## config.mk

```make
export PLATFORM = sky130hd
export DESIGN_NAME = command_line_stream_parser_flat
export DESIGN_NICKNAME = d
export VERILOG_FILES = /design/src/clsp_pkg.sv /design/src/clsp_if.sv /design/src/command_line_stream_parser.sv /design/src/flat_wrapper.sv
export SDC_FILE = /design/constraint.sdc
export NUM_CORES = 1
export LEC_CHECK = 0
export BUFFER_PORTS_ARGS = -buffer_cell sky130_fd_sc_hd__buf_2
export CORE_UTILIZATION = 30
export CTS_CLUSTER_SIZE = 25
export DETAILED_ROUTE_END_ITERATION = 7
export SLEW_MARGIN = 30
export SYNTH_ARGS = -nofsm -noshare
export SYNTH_HDL_FRONTEND = slang
export SYNTH_SLANG_ARGS = --single-unit
export TNS_END_PERCENT = 20
```

## constraint.sdc

```tcl
create_clock -name clock -period 30.8 [get_ports clock]
set_input_delay 6.16 -clock clock [delete_from_list [all_inputs] [get_ports clock]]
set_output_delay 6.16 -clock clock [all_outputs]
set_load 0.02 [all_outputs]
```

## src/clsp_pkg.sv

```systemverilog
`timescale 1ns / 1ps

package clsp_pkg;

   localparam int PREFIX_CHARS  = 8;
   localparam int COMMAND_CHARS = 8;
   localparam int PARAM_CHARS   = 8;
   localparam int VALUE_CHARS   = 8;
   localparam int MAX_COMMANDS  = 3;

   // fixed by the field widths
   localparam int TEXT_BYTES      = 8;
   localparam int NAME_SLOTS      = 3;
   localparam int CSR_INDEX_WIDTH = 3;
   localparam int CSR_DATA_WIDTH  = 64;

   localparam logic [3:0] PREFIX_LIMIT  = 4'(PREFIX_CHARS);
   localparam logic [3:0] COMMAND_LIMIT = 4'(COMMAND_CHARS);
   localparam logic [3:0] PARAM_LIMIT   = 4'(PARAM_CHARS);
   localparam logic [3:0] VALUE_LIMIT   = 4'(VALUE_CHARS);

   localparam logic [7:0] PERCENT_CHAR = 8'h25;
   localparam logic [7:0] COMMA_CHAR   = 8'h2c;

   localparam logic [CSR_INDEX_WIDTH-1:0] REG_END_CHAR      = 3'd0;
   localparam logic [CSR_INDEX_WIDTH-1:0] REG_COMMAND_COUNT = 3'd1;
   localparam logic [CSR_INDEX_WIDTH-1:0] REG_NAME0_TEXT    = 3'd2;
   localparam logic [CSR_INDEX_WIDTH-1:0] REG_NAME0_LENGTH  = 3'd3;
   localparam logic [CSR_INDEX_WIDTH-1:0] REG_NAME1_TEXT    = 3'd4;
   localparam logic [CSR_INDEX_WIDTH-1:0] REG_NAME1_LENGTH  = 3'd5;
   localparam logic [CSR_INDEX_WIDTH-1:0] REG_NAME2_TEXT    = 3'd6;
   localparam logic [CSR_INDEX_WIDTH-1:0] REG_NAME2_LENGTH  = 3'd7;

   localparam logic [7:0] END_CHAR_RESET = 8'd10;

   typedef struct packed {
      logic        status;
      logic [63:0] prefix_text;
      logic [3:0]  prefix_count;
      logic [63:0] command_text;
      logic [3:0]  command_count_out;
      logic [63:0] param_text;
      logic [3:0]  param_count;
      logic [63:0] value_text;
      logic [3:0]  value_count;
   } rsp_payload_type;

endpackage

```

## src/clsp_if.sv

```systemverilog
`timescale 1ns / 1ps

interface clsp_req_if;
   logic       valid;
   logic       ready;
   logic [7:0] in_byte;

   modport source (output valid, output in_byte, input ready);
   modport sink (input valid, input in_byte, output ready);
endinterface

interface clsp_rsp_if;
   logic        valid;
   logic        ready;
   logic        status;
   logic [63:0] prefix_text;
   logic [3:0]  prefix_count;
   logic [63:0] command_text;
   logic [3:0]  command_count_out;
   logic [63:0] param_text;
   logic [3:0]  param_count;
   logic [63:0] value_text;
   logic [3:0]  value_count;

   modport source (output valid, output status, output prefix_text, output prefix_count,
      output command_text, output command_count_out, output param_text,
      output param_count, output value_text, output value_count, input ready);
   modport sink (input valid, input status, input prefix_text, input prefix_count,
      input command_text, input command_count_out, input param_text,
      input param_count, input value_text, input value_count, output ready);
endinterface

```

## src/command_line_stream_parser.sv

```systemverilog
`timescale 1ns / 1ps

// Byte-stream parser for lines of the form [%prefix%]name[,param[,value]]. One byte is
// taken per clock; a byte equal to the end character produces one result (collected
// prefix, command, parameter and value text with their counts, plus a status that is
// 0 for a complete line) and is then parsed again as the first byte of the next line.
// Each byte is handled in the cycle it is transferred: the parser state registers and
// the three-entry command name compare sit in front of a result register backed by a
// one-entry skid register, so one byte per cycle is sustained and input stalls only
// when both result slots are full. Bytes that overflow a buffer, cannot continue a
// table name or are a bad splitter silently restart the line. The user must write
// configuration only while the stream is idle; the block itself does not enforce it.
module command_line_stream_parser
   import clsp_pkg::*;
(
   input  logic                       clock,
   input  logic                       reset,
   clsp_req_if.sink                   req_stream,
   clsp_rsp_if.source                 rsp_stream,
   input  logic                       csr_write_en,
   input  logic [CSR_INDEX_WIDTH-1:0] csr_index,
   input  logic [CSR_DATA_WIDTH-1:0]  csr_data
);

   localparam logic [2:0] PH_START  = 3'd0;
   localparam logic [2:0] PH_PREFIX = 3'd1;
   localparam logic [2:0] PH_CMD    = 3'd2;
   localparam logic [2:0] PH_SPLIT  = 3'd3;
   localparam logic [2:0] PH_PARAM  = 3'd4;
   localparam logic [2:0] PH_VALUE  = 3'd5;

   logic [7:0]  end_char_ff;
   logic [1:0]  command_count_ff;
   logic [63:0] name_text_ff [NAME_SLOTS];
   logic [3:0]  name_length_ff [NAME_SLOTS];

   logic [2:0] phase_ff, phase_in;
   logic [3:0] prefix_fill_ff, prefix_fill_in;
   logic [3:0] command_fill_ff, command_fill_in;
   logic [3:0] param_fill_ff, param_fill_in;
   logic [3:0] value_fill_ff, value_fill_in;
   logic [7:0] prefix_store_ff [TEXT_BYTES];
   logic [7:0] prefix_store_in [TEXT_BYTES];
   logic [7:0] command_store_ff [TEXT_BYTES];
   logic [7:0] command_store_in [TEXT_BYTES];
   logic [7:0] param_store_ff [TEXT_BYTES];
   logic [7:0] param_store_in [TEXT_BYTES];
   logic [7:0] value_store_ff [TEXT_BYTES];
   logic [7:0] value_store_in [TEXT_BYTES];

   logic            out_valid_ff, out_valid_in;
   logic            skid_valid_ff, skid_valid_in;
   rsp_payload_type out_ff, out_in;
   rsp_payload_type skid_ff, skid_in;
   rsp_payload_type result;

   logic       accept;
   logic       hit;
   logic       produce;
   logic [7:0] b;
   logic [2:0] cur_phase;
   logic [3:0] cur_command_fill;
   logic [3:0] n_chars;
   logic [7:0] cand [TEXT_BYTES];
   logic [NAME_SLOTS-1:0] entry_on;
   logic [NAME_SLOTS-1:0] first_ok;
   logic [NAME_SLOTS-1:0] full_ok;
   logic [3:0]  eff_len [NAME_SLOTS];
   logic       any_first;
   logic       found;
   logic       to_split;

   function automatic logic [3:0] clamp_length(input logic [3:0] len);
      logic [3:0] r;
      r = len;
      if (len == 4'd0) r = 4'd1;
      else if (len > 4'd8) r = 4'd8;
      return r;
   endfunction

   function automatic logic [63:0] pack_text(input logic [7:0] chars [TEXT_BYTES],
                                             input logic [3:0] fill);
      logic [63:0] v;
      v = '0;
      for (int i = 0; i < TEXT_BYTES; i++) begin
         if (4'(i) < fill) v[8*i +: 8] = chars[i];
      end
      return v;
   endfunction

   assign accept  = req_stream.valid && req_stream.ready;
   assign b       = req_stream.in_byte;
   assign hit     = (b == end_char_ff);
   assign produce = accept && hit;

   // configuration registers
   always_ff @(posedge clock) begin
      if (reset) begin
         end_char_ff      <= END_CHAR_RESET;
         command_count_ff <= 2'd1;
         for (int k = 0; k < NAME_SLOTS; k++) begin
            name_text_ff[k]   <= '0;
            name_length_ff[k] <= 4'd1;
         end
      end else if (csr_write_en) begin
         unique case (csr_index)
            REG_END_CHAR:      end_char_ff       <= csr_data[7:0];
            REG_COMMAND_COUNT: command_count_ff  <= csr_data[1:0];
            REG_NAME0_TEXT:    name_text_ff[0]   <= csr_data;
            REG_NAME0_LENGTH:  name_length_ff[0] <= csr_data[3:0];
            REG_NAME1_TEXT:    name_text_ff[1]   <= csr_data;
            REG_NAME1_LENGTH:  name_length_ff[1] <= csr_data[3:0];
            REG_NAME2_TEXT:    name_text_ff[2]   <= csr_data;
            REG_NAME2_LENGTH:  name_length_ff[2] <= csr_data[3:0];
            default: ;
         endcase
      end
   end

   // result of the current byte, taken from the state before it
   always_comb begin
      if (phase_ff == PH_SPLIT || phase_ff == PH_PARAM || phase_ff == PH_VALUE)
         result.status = 1'b0;
      else if (phase_ff == PH_START)
         result.status = (prefix_fill_ff == 4'd0);
      else
         result.status = 1'b1;
      result.prefix_text       = pack_text(prefix_store_ff, prefix_fill_ff);
      result.prefix_count      = prefix_fill_ff;
      result.command_text      = pack_text(command_store_ff, command_fill_ff);
      result.command_count_out = command_fill_ff;
      result.param_text        = pack_text(param_store_ff, param_fill_ff);
      result.param_count       = param_fill_ff;
      result.value_text        = pack_text(value_store_ff, value_fill_ff);
      result.value_count       = value_fill_ff;
   end

   // name table compare
   always_comb begin
      cur_command_fill = hit ? 4'd0 : command_fill_ff;
      n_chars = cur_command_fill + 4'd1;
      cand = command_store_ff;
      cand[cur_command_fill[2:0]] = b;
      found    = 1'b0;
      to_split = 1'b0;
      for (int k = 0; k < NAME_SLOTS; k++) begin
         eff_len[k]  = clamp_length(name_length_ff[k]);
         entry_on[k] = (k < MAX_COMMANDS) && (2'(k) < command_count_ff);
         first_ok[k] = entry_on[k] && (name_text_ff[k][7:0] == b);
         full_ok[k]  = entry_on[k] && (n_chars <= eff_len[k]);
         for (int i = 0; i < TEXT_BYTES; i++) begin
            if (4'(i) < n_chars && cand[i] != name_text_ff[k][8*i +: 8])
               full_ok[k] = 1'b0;
         end
      end
      any_first = |first_ok;
      // first matching entry decides whether the name is complete
      for (int k = 0; k < NAME_SLOTS; k++) begin
         if (!found && full_ok[k]) begin
            found    = 1'b1;
            to_split = (n_chars == eff_len[k]);
         end
      end
   end

   // parser next state
   always_comb begin
      cur_phase       = hit ? PH_START : phase_ff;
      phase_in        = cur_phase;
      prefix_fill_in  = hit ? 4'd0 : prefix_fill_ff;
      command_fill_in = cur_command_fill;
      param_fill_in   = hit ? 4'd0 : param_fill_ff;
      value_fill_in   = hit ? 4'd0 : value_fill_ff;
      prefix_store_in  = prefix_store_ff;
      command_store_in = command_store_ff;
      param_store_in   = param_store_ff;
      value_store_in   = value_store_ff;

      unique case (cur_phase)
         PH_START: begin
            if (b == PERCENT_CHAR) begin
               phase_in = PH_PREFIX;
            end else if (any_first) begin
               phase_in = PH_CMD;
               if (command_fill_in < COMMAND_LIMIT) begin
                  command_store_in[command_fill_in[2:0]] = b;
                  command_fill_in = command_fill_in + 4'd1;
               end
            end
         end
         PH_PREFIX: begin
            if (b == PERCENT_CHAR) begin
               phase_in = PH_START;
            end else if (prefix_fill_in >= PREFIX_LIMIT) begin
               phase_in = PH_START;
               prefix_fill_in = 4'd0;
               command_fill_in = 4'd0;
               param_fill_in = 4'd0;
               value_fill_in = 4'd0;
            end else begin
               prefix_store_in[prefix_fill_in[2:0]] = b;
               prefix_fill_in = prefix_fill_in + 4'd1;
            end
         end
         PH_CMD: begin
            if (command_fill_in >= COMMAND_LIMIT || !found) begin
               phase_in = PH_START;
               prefix_fill_in = 4'd0;
               command_fill_in = 4'd0;
               param_fill_in = 4'd0;
               value_fill_in = 4'd0;
            end else begin
               command_store_in = cand;
               command_fill_in = n_chars;
               if (to_split) phase_in = PH_SPLIT;
            end
         end
         PH_SPLIT: begin
            if (b == COMMA_CHAR) begin
               phase_in = PH_PARAM;
            end else begin
               phase_in = PH_START;
               prefix_fill_in = 4'd0;
               command_fill_in = 4'd0;
               param_fill_in = 4'd0;
               value_fill_in = 4'd0;
            end
         end
         PH_PARAM: begin
            if (param_fill_in >= PARAM_LIMIT) begin
               phase_in = PH_START;
               prefix_fill_in = 4'd0;
               command_fill_in = 4'd0;
               param_fill_in = 4'd0;
               value_fill_in = 4'd0;
            end else if (b == COMMA_CHAR) begin
               phase_in = PH_VALUE;
            end else begin
               param_store_in[param_fill_in[2:0]] = b;
               param_fill_in = param_fill_in + 4'd1;
            end
         end
         PH_VALUE: begin
            if (value_fill_in >= VALUE_LIMIT) begin
               phase_in = PH_START;
               prefix_fill_in = 4'd0;
               command_fill_in = 4'd0;
               param_fill_in = 4'd0;
               value_fill_in = 4'd0;
            end else begin
               value_store_in[value_fill_in[2:0]] = b;
               value_fill_in = value_fill_in + 4'd1;
            end
         end
         default: begin
            phase_in = PH_START;
            prefix_fill_in = 4'd0;
            command_fill_in = 4'd0;
            param_fill_in = 4'd0;
            value_fill_in = 4'd0;
         end
      endcase
   end

   always_ff @(posedge clock) begin
      if (reset) begin
         phase_ff        <= PH_START;
         prefix_fill_ff  <= 4'd0;
         command_fill_ff <= 4'd0;
         param_fill_ff   <= 4'd0;
         value_fill_ff   <= 4'd0;
      end else if (accept) begin
         phase_ff        <= phase_in;
         prefix_fill_ff  <= prefix_fill_in;
         command_fill_ff <= command_fill_in;
         param_fill_ff   <= param_fill_in;
         value_fill_ff   <= value_fill_in;
      end
   end

   always_ff @(posedge clock) begin
      if (accept) begin
         prefix_store_ff  <= prefix_store_in;
         command_store_ff <= command_store_in;
         param_store_ff   <= param_store_in;
         value_store_ff   <= value_store_in;
      end
   end

   // result register with skid slot behind it
   always_comb begin
      out_valid_in  = out_valid_ff;
      skid_valid_in = skid_valid_ff;
      out_in        = out_ff;
      skid_in       = skid_ff;
      if (out_valid_ff && !rsp_stream.ready) begin
         if (produce) begin
            skid_in       = result;
            skid_valid_in = 1'b1;
         end
      end else if (skid_valid_ff) begin
         out_in        = skid_ff;
         out_valid_in  = 1'b1;
         skid_valid_in = 1'b0;
      end else if (produce) begin
         out_in       = result;
         out_valid_in = 1'b1;
      end else begin
         out_valid_in = 1'b0;
      end
   end

   always_ff @(posedge clock) begin
      if (reset) begin
         out_valid_ff  <= 1'b0;
         skid_valid_ff <= 1'b0;
      end else begin
         out_valid_ff  <= out_valid_in;
         skid_valid_ff <= skid_valid_in;
      end
   end

   always_ff @(posedge clock) begin
      out_ff  <= out_in;
      skid_ff <= skid_in;
   end

   assign req_stream.ready = !skid_valid_ff;

   assign rsp_stream.valid             = out_valid_ff;
   assign rsp_stream.status            = out_ff.status;
   assign rsp_stream.prefix_text       = out_ff.prefix_text;
   assign rsp_stream.prefix_count      = out_ff.prefix_count;
   assign rsp_stream.command_text      = out_ff.command_text;
   assign rsp_stream.command_count_out = out_ff.command_count_out;
   assign rsp_stream.param_text        = out_ff.param_text;
   assign rsp_stream.param_count       = out_ff.param_count;
   assign rsp_stream.value_text        = out_ff.value_text;
   assign rsp_stream.value_count       = out_ff.value_count;

endmodule

```

## src/flat_wrapper.sv

```systemverilog
// flat-port wrapper written by rule: the top's interface ports become plain ports
module command_line_stream_parser_flat import clsp_pkg::*;
  (clock, reset, csr_write_en, csr_index, csr_data, req_stream_valid, req_stream_in_byte, req_stream_ready, rsp_stream_valid, rsp_stream_status, rsp_stream_prefix_text, rsp_stream_prefix_count, rsp_stream_command_text, rsp_stream_command_count_out, rsp_stream_param_text, rsp_stream_param_count, rsp_stream_value_text, rsp_stream_value_count, rsp_stream_ready);
  clsp_req_if req_stream_i ();
  clsp_rsp_if rsp_stream_i ();
  input  logic clock;
  input  logic reset;
  input  logic csr_write_en;
  input  logic [CSR_INDEX_WIDTH-1:0] csr_index;
  input  logic [CSR_DATA_WIDTH-1:0] csr_data;
  input wire logic [$bits(req_stream_i.valid)-1:0] req_stream_valid;
  input wire logic [$bits(req_stream_i.in_byte)-1:0] req_stream_in_byte;
  output wire logic [$bits(req_stream_i.ready)-1:0] req_stream_ready;
  output wire logic [$bits(rsp_stream_i.valid)-1:0] rsp_stream_valid;
  output wire logic [$bits(rsp_stream_i.status)-1:0] rsp_stream_status;
  output wire logic [$bits(rsp_stream_i.prefix_text)-1:0] rsp_stream_prefix_text;
  output wire logic [$bits(rsp_stream_i.prefix_count)-1:0] rsp_stream_prefix_count;
  output wire logic [$bits(rsp_stream_i.command_text)-1:0] rsp_stream_command_text;
  output wire logic [$bits(rsp_stream_i.command_count_out)-1:0] rsp_stream_command_count_out;
  output wire logic [$bits(rsp_stream_i.param_text)-1:0] rsp_stream_param_text;
  output wire logic [$bits(rsp_stream_i.param_count)-1:0] rsp_stream_param_count;
  output wire logic [$bits(rsp_stream_i.value_text)-1:0] rsp_stream_value_text;
  output wire logic [$bits(rsp_stream_i.value_count)-1:0] rsp_stream_value_count;
  input wire logic [$bits(rsp_stream_i.ready)-1:0] rsp_stream_ready;
  assign req_stream_i.valid = req_stream_valid;
  assign req_stream_i.in_byte = req_stream_in_byte;
  assign req_stream_ready = req_stream_i.ready;
  assign rsp_stream_valid = rsp_stream_i.valid;
  assign rsp_stream_status = rsp_stream_i.status;
  assign rsp_stream_prefix_text = rsp_stream_i.prefix_text;
  assign rsp_stream_prefix_count = rsp_stream_i.prefix_count;
  assign rsp_stream_command_text = rsp_stream_i.command_text;
  assign rsp_stream_command_count_out = rsp_stream_i.command_count_out;
  assign rsp_stream_param_text = rsp_stream_i.param_text;
  assign rsp_stream_param_count = rsp_stream_i.param_count;
  assign rsp_stream_value_text = rsp_stream_i.value_text;
  assign rsp_stream_value_count = rsp_stream_i.value_count;
  assign rsp_stream_i.ready = rsp_stream_ready;
  command_line_stream_parser u_core (.clock(clock), .reset(reset), .req_stream(req_stream_i), .rsp_stream(rsp_stream_i), .csr_write_en(csr_write_en), .csr_index(csr_index), .csr_data(csr_data));
endmodule
```

==> results.cfg, run 1 <==
[clocking]
tritoncts = yes
h-tree-depth = 3
clock_latency_ns = 0.76
postCtsSetupRepairBufs = 0
cts_sinks = 1037
cts_buffers = 111
clock_path_buffers = 3
ctsResizeCount = 0
clk_pin_slew_ns = 0.06
clock_tree.root_cell = clkbuf_16
ctsHoldBuffers = 0

[timing]
fin_worst_skew_ns = 0.0846
fin_crit_sh_pct = 36.7
min_period_ns = 11.30
max_freq_mhz = 88.5
hold_viol_final = 0
worstMarginPinSlew_ns = 1.02
rsz0062_at_grt = no
fin_hold_ws_ns = 0.488
fin_tns_setup_ns = 0
final-setup-viol-count = 0
maxSlewViolCount = 0
relSlewSlack_pct = 31.1

[placed_design]
dpl_cell_area_um2 = 48200
place_congestion = 0.893
portBuffers = 354
dp_hpwl_um = 83900
dpl.cell_count = 5078

[setup_path]
crit_type = primary input to register
cpPeakStageDelay_ns = 0.74
endpoint = u_core.command_store_ff[11]
crit_start = req_stream_in_byte[2]
worstPathRequired_ns = 31.15
reg2reg_to = u_core.command_store_ff[11]
critPathCaptureType = register
crit_path_cell_trace = buf_4 > xnor2_2 > and4_1 > nand2_1 > buf_4 > nand2_1 > inv_1 > ha_1 > xnor2_1 > o2111ai_1 > a211oi_1 > o2111ai_1 > nor4_2 > nor3_1 > nor2_1 > o2111a_2 > buf_4 > buf_16
crit_fanout = 45
r2r-start = u_core.end_char_ff[6]
crit_arrival_ns = 11.65
crit_path_frequent_cell = buf_4
r2r_setup_slack_ns = 25.08
cp_slowest_cell = xnor2_1
r2r_cells = 17
critPathLaunchType = primary input

[synthesis]
synth_area_leader_cell = edfxtp_1
synth_cells = 2868
synth-edff-count = 1006
synth_compound_area_share_pct = 5.15
synth-simple-area-share_pct = 9.04
synth_xor_area_share_pct = 5.28
synthMuxAreaShare_pct = 7.77
syn-mean-instance-area_um2 = 15.3
synthArstFlopShare_pct = 0
seq_area_frac_synth_pct = 70.2
synth_ff_type = edfxtp_1
yosys.cell_types.count = 86
synth-seq-cells = 1037
synth_top_family_by_area = simple AND/OR/NAND/NOR gates
syn-cell-area_um2 = 43900
synth_top_area_share_pct = 68.8
synth_fa_ha_area_share_pct = 0.479
synth_area_leaders = edfxtp_1, mux2_2, and2_1
yosysWarningCount = 0
synthesis.nets = 2964

[outcome]
status = complete, but fails checks
violations = design-rule violations

[power_and_ir_drop]
comb_power_share_pct = 3.2
power_mw = 3.03
p_switching_mw = 0.666
p_seq_share_pct = 52.1
sw_frac_of_total_pct = 22.0
power_frac_clock_pct = 44.7
power.leakage_nw = 17.4
p_int_mw = 2.36
powerDensity_nw_per_um2 = 58.2
vdd_drop_max_v = 0.0000510

[job]
maxCapViolCount = 0

[floorplanning]
die_h_um = 385
dieArea_um2 = 148000
pin_count = 355
die_x_um = 385
initial_core_util_pct = 30.2
row_count = 140
coreArea_um2 = 145000

[cells_and_area]
nets = 3372
finalNonFillerCells = 5286
drive_gt1_share_pct = 27.1
final_cell_mix = edfxtp_1, buf_2, mux2_2, and2_1, xor2_1
nFillCells = 13900
area_growth_pct = 18.4
fin_area_um2 = 52000
final_common_cell = edfxtp_1

[grt]
grtUsageTotal_pct = 16.5
grt_pass1_wl_um = 178000
antenna_found_initial = 27
grt_overflow_total = 0
grt_max_degree = 172
first_global_vias = 25400

[detailed_routing]
viasPerCell = 4.83
wl_per_cell_um = 23.5
via_count = 25500
wirelength_um = 124000
final_antenna_net_count = 0
drtPass1Iterations = 7
drc_errors = 2
drtIter0Drc = 2386

[hold_path]
hp-class = register to register
[cell usage after synthesis, types with 17 or more instances]
library cell / n
a21oi_1: 45
and2_1: 256
clkbuf_1: 79
dfxtp_1: 31
edfxtp_1: 1006
inv_1: 110
mux2_2: 274
mux2i_1: 29
nand2_1: 121
nand3_1: 36
nand4_1: 17
nor2_1: 75
nor2b_1: 59
nor3_1: 40
nor4_1: 47
o21ai_0: 57
o22ai_1: 32
o31ai_1: 19
xnor2_1: 96
xor2_1: 154
[routing by layer]
metal	GRT usage, %	up-vias	wire length, µm	share of wire, %
met5	0	-	114	0.092
met1	23.0	12700	55300	45
met3	3.80	202	9730	7.8
li1	-	11600	-	-
met4	4.42	20	2900	2.3
met2	25.6	996	56100	45
[flip-flops by register name (all words and copies together) (netlist names), 8 cells and up]
| name | flops |
|---|---|
| u_core.value_store_ff | 64 |
| u_core.name_length_ff | 12 |
| u_core.prefix_store_ff | 64 |
| u_core.rsp_stream.command_text | 64 |
| u_core.end_char_ff | 8 |
| u_core.rsp_stream.prefix_text | 64 |
| u_core.rsp_stream.param_text | 64 |
| u_core.param_store_ff | 64 |
| u_core.rsp_stream.value_text | 64 |
| u_core.name_text_ff | 192 |
| u_core.skid_ff | 273 |
| u_core.command_store_ff | 64 |
[power groups by stage]
| stage | sequential [mW] | combinational (mW) | clock, mW |
|---|---|---|---|
| floorplan | 1.60 | 0.0563 | 0 |
| global placement | 1.61 | 0.0970 | 0 |
| detailed placement | 1.61 | 0.0980 | 0 |
| CTS | 1.58 | 0.0984 | 1.39 |
| global route | 1.58 | 0.105 | 1.44 |
| finish | 1.58 | 0.0977 | 1.35 |
[per-stage QoR]
| step | utilization, % | worst slack [ns] |
|---|---|---|
| floorplan | - | 3.65 |
| global placement | 33.1 | 18.63 |
| detailed placement | 33.2 | 18.55 |
| CTS | 35.7 | 19.31 |
| global route | 35.7 | 19.15 |
| finish | 35.7 | 19.50 |
[logic make-up (layout without fill, tap and decap cells)]
kind of cell,Yosys count,count (layout)
compound gates,310,310
xor+xnor,258,258
fa+ha+maj,17,17
buf+inv,225,723
flops,1037,1037
mux,306,306
other cells,0,3
simple gates,715,715
[worst min path at each step]
stage / startpoint / end / slack (ns) / cells after the start
global route: u_core.skid_ff[136] / u_core.rsp_stream.command_count_out[0] / 0.50 / 1
floorplan: u_core.command_fill_ff[2] / u_core.skid_ff[138] / 0.41 / 0
detailed placement: u_core.command_count_ff[0] / u_core.command_count_ff[0] / 0.49 / 2
CTS: u_core.skid_ff[136] / u_core.rsp_stream.command_count_out[0] / 0.49 / 1
global placement: u_core.command_count_ff[0] / u_core.command_count_ff[0] / 0.48 / 2
finish: u_core.skid_ff[136] / u_core.rsp_stream.command_count_out[0] / 0.49 / 1
[critical path: cells and delay by family]
family / cells / cell delay (ns)
AND/OR/NAND/NOR: 6 / 1.64
AO/OA/AOI/OAI: 4 / 0.95
buffers and inverters: 5 / 1.52
adder cells (fa/ha/maj): 1 / 0.30
XOR/XNOR: 2 / 0.95
[layout make-up]
class / count / area [µm²] / share of cell area [%]
sequential: 1037 / 30800 / 59.3
multi-input combinational: 1606 / 12300 / 23.7
clock buffer: 126 / 2830 / 5.45
tap: 1917 / 2400 / 4.61
timing repair buffer: 408 / 2280 / 4.39
clock inverter: 77 / 863 / 1.66
inverter: 112 / 428 / 0.823
antenna: 3 / 7.51 / 0.0144
Power figures use the tool's default switching activity.
==> run 2: changes to the inputs <==
==> constraint.sdc (replaced) <==
create_clock -name clock -period 10.8 [get_ports clock]
set_input_delay 2.16 -clock clock [delete_from_list [all_inputs] [get_ports clock]]
set_output_delay 2.16 -clock clock [all_outputs]
set_load 0.02 [all_outputs]
==> run 2 against run 1 <==
The flow now finishes without violations. Non-clock buffer count shrank 10. Routed wire length grew 0.85%. Core utilization is essentially flat. Critical endpoint is now u_core.command_store_ff[12]. Largest cell class unchanged. Highest routed layer unchanged.
==> results.cfg, run 2 (synthesis gave the netlist of run 1 again) <==
[outcome]
status = completed

[power_and_ir_drop]
p_int_mw = 6.74
powerDensity_nw_per_um2 = 166
comb_power_share_pct = 3.2
power.leakage_nw = 17.4
p_seq_share_pct = 52.1
p_switching_mw = 1.89
sw_frac_of_total_pct = 21.9
power_frac_clock_pct = 44.6
vdd_drop_max_v = 0.000122

[job]
maxCapViolCount = 0

[timing]
worstMarginPinSlew_ns = 0.973
fin_ws_ns = 2.98
maxSlewViolCount = 0
max_freq_mhz = 128
min_period_ns = 7.82
relSlewSlack_pct = 34.6
fin_worst_skew_ns = 0.0624
fin_hold_ws_ns = 0.494
rsz0062_at_grt = no
final-setup-viol-count = 0
hold_viol_final = 0
fin_crit_sh_pct = 72.4

[placed_design]
dpl_cell_area_um2 = 48200
place_congestion = 0.910
dp_slack_ns = 2.28
dp_hpwl_um = 84500
portBuffers = 354

[setup_path]
crit_path_frequent_cell = buf_4
crit_arrival_ns = 8.16
reg2reg_to = u_core.command_store_ff[12]
crit_path_cell_trace = buf_4 > xnor2_2 > and4_1 > nand2_1 > buf_4 > nand2_1 > inv_1 > ha_1 > xnor2_1 > o2111ai_1 > a211oi_1 > o2111ai_1 > nor4_2 > nor3_1 > nor2_1 > o2111a_2 > buf_4
critPathLaunchType = primary input
cpPeakStageDelay_ns = 0.76
r2r_setup_slack_ns = 4.55
critical_path.top_delay_family = simple AND/OR/NAND/NOR gates
worstPathRequired_ns = 11.14
crit_fanout = 35
cp_slowest_cell = o2111a_2
cp_num_buf_inv = 4
r2r_cells = 16
critPathCaptureType = register
r2r-start = u_core.end_char_ff[1]
crit_type = primary input to register

[cells_and_area]
area_growth_pct = 18.3
largest_reg_flops = 273
nets = 3361
final_common_cell = edfxtp_1
final_util_pct = 35.7
reg.largest.list = u_core.skid_ff (273), u_core.name_text_ff (192)
fin_area_um2 = 51900
drive_gt1_share_pct = 27.3
final_cell_mix = edfxtp_1, buf_2, mux2_2, and2_1, xor2_1
regMostFlops = u_core.skid_ff

[clocking]
tritoncts = yes
h-tree-depth = 3
clock_tree.root_cell = clkbuf_16
clk_pin_slew_ns = 0.06
clock_latency_ns = 0.76
ctsResizeCount = 0
cts_buffers = 110
clock_path_buffers = 3
postCtsSetupRepairBufs = 0
ctsHoldBuffers = 0
cts_sinks = 1037

[hold_path]
hp-class = register to register
min_to = u_core.end_char_ff[2]
worstHoldStart = u_core.end_char_ff[2]
holdPathStages = 2

[floorplanning]
row_count = 140
pin_count = 355
die_x_um = 385
dieArea_um2 = 148000
initial_core_util_pct = 30.2
coreArea_um2 = 145000
die_h_um = 385

[grt]
grtUsageTotal_pct = 16.6
grt_pass1_wl_um = 178000
antenna_found_initial = 24
first_global_vias = 25200
grt_max_degree = 94
grt_overflow_total = 0

[detailed_routing]
final_antenna_net_count = 0
via_count = 25800
drtIter0Drc = 2261
drtPass1Iterations = 7
wirelength_um = 125000
viasPerCell = 4.89
drc_errors = 0
wl_per_cell_um = 23.7
## run 2: how the worst max path moves through the flow
stage,startpoint,end,slack [ns],cells after the start
5_1_grt,req_stream_in_byte[3],u_core.command_store_ff[12],2.70,17
4_1_cts,req_stream_in_byte[3],u_core.command_store_ff[12],3.06,17
3_3_place_gp,req_stream_in_byte[3],u_core.command_store_ff[8],2.37,17
2_1_floorplan,req_stream_in_byte[1],u_core.rsp_stream.command_count_out[0],-0.49,7
6_report,req_stream_in_byte[3],u_core.command_store_ff[12],2.98,17
3_5_place_dp,req_stream_in_byte[3],u_core.command_store_ff[8],2.28,17
## run 2: power groups by stage
| stage | logic [mW] | clock network [mW] | registers, mW |
|---|---|---|---|
| 4_1_cts | 0.281 | 3.95 | 4.50 |
| 6_report | 0.279 | 3.85 | 4.50 |
| 3_5_place_dp | 0.280 | 0 | 4.58 |
| 3_3_place_gp | 0.279 | 0 | 4.58 |
| 2_1_floorplan | 0.161 | 0 | 4.57 |
| 5_1_grt | 0.300 | 4.10 | 4.50 |
## run 2: stage by stage
stage / power (mW) / setup TNS (ns) / std cells
6_report: 8.63 / 0 / 5276
5_1_grt: 8.90 / 0 / 5273
4_1_cts: 8.72 / 0 / 5273
3_5_place_dp: 4.86 / 0 / 5070
3_3_place_gp: 4.86 / 0 / 5068
2_1_floorplan: 4.73 / -134.24 / 2868
## run 2: routing by layer
layer / up-vias / track usage [%] / part of all wire [%]
met5: - / 0 / 0.13
met2: 1004 / 25.5 / 45
met1: 13000 / 23.5 / 45
met3: 201 / 3.71 / 7.3
li1: 11600 / - / -
met4: 24 / 4.61 / 2.5
## run 2: final cells by class
type                       instances  area (µm²)
sequential                      1037       30800
fill                           13900       93400
multi-input combinational       1606       12400
inverter                         112         428
tap                             1917        2400
clock inverter                    80         911
clock buffer                     123        2800
antenna                            3        7.51
timing repair buffer             398        2190
## run 2: worst register-to-register path, stage by stage, from the launching register on
cell and delay, ns:
dfxtp_1 0.33, xnor2_2 0.31, and4_1 0.61, nand2_1 0.11, buf_4 0.27, nand2_1 0.18
inv_1 0.14, ha_1 0.30, xnor2_1 0.74, o2111ai_1 0.22, a211oi_1 0.38, o2111ai_1 0.19
nor4_2 0.49, nor3_1 0.10, nor2_1 0.12, o2111a_2 0.76, buf_4 0.61
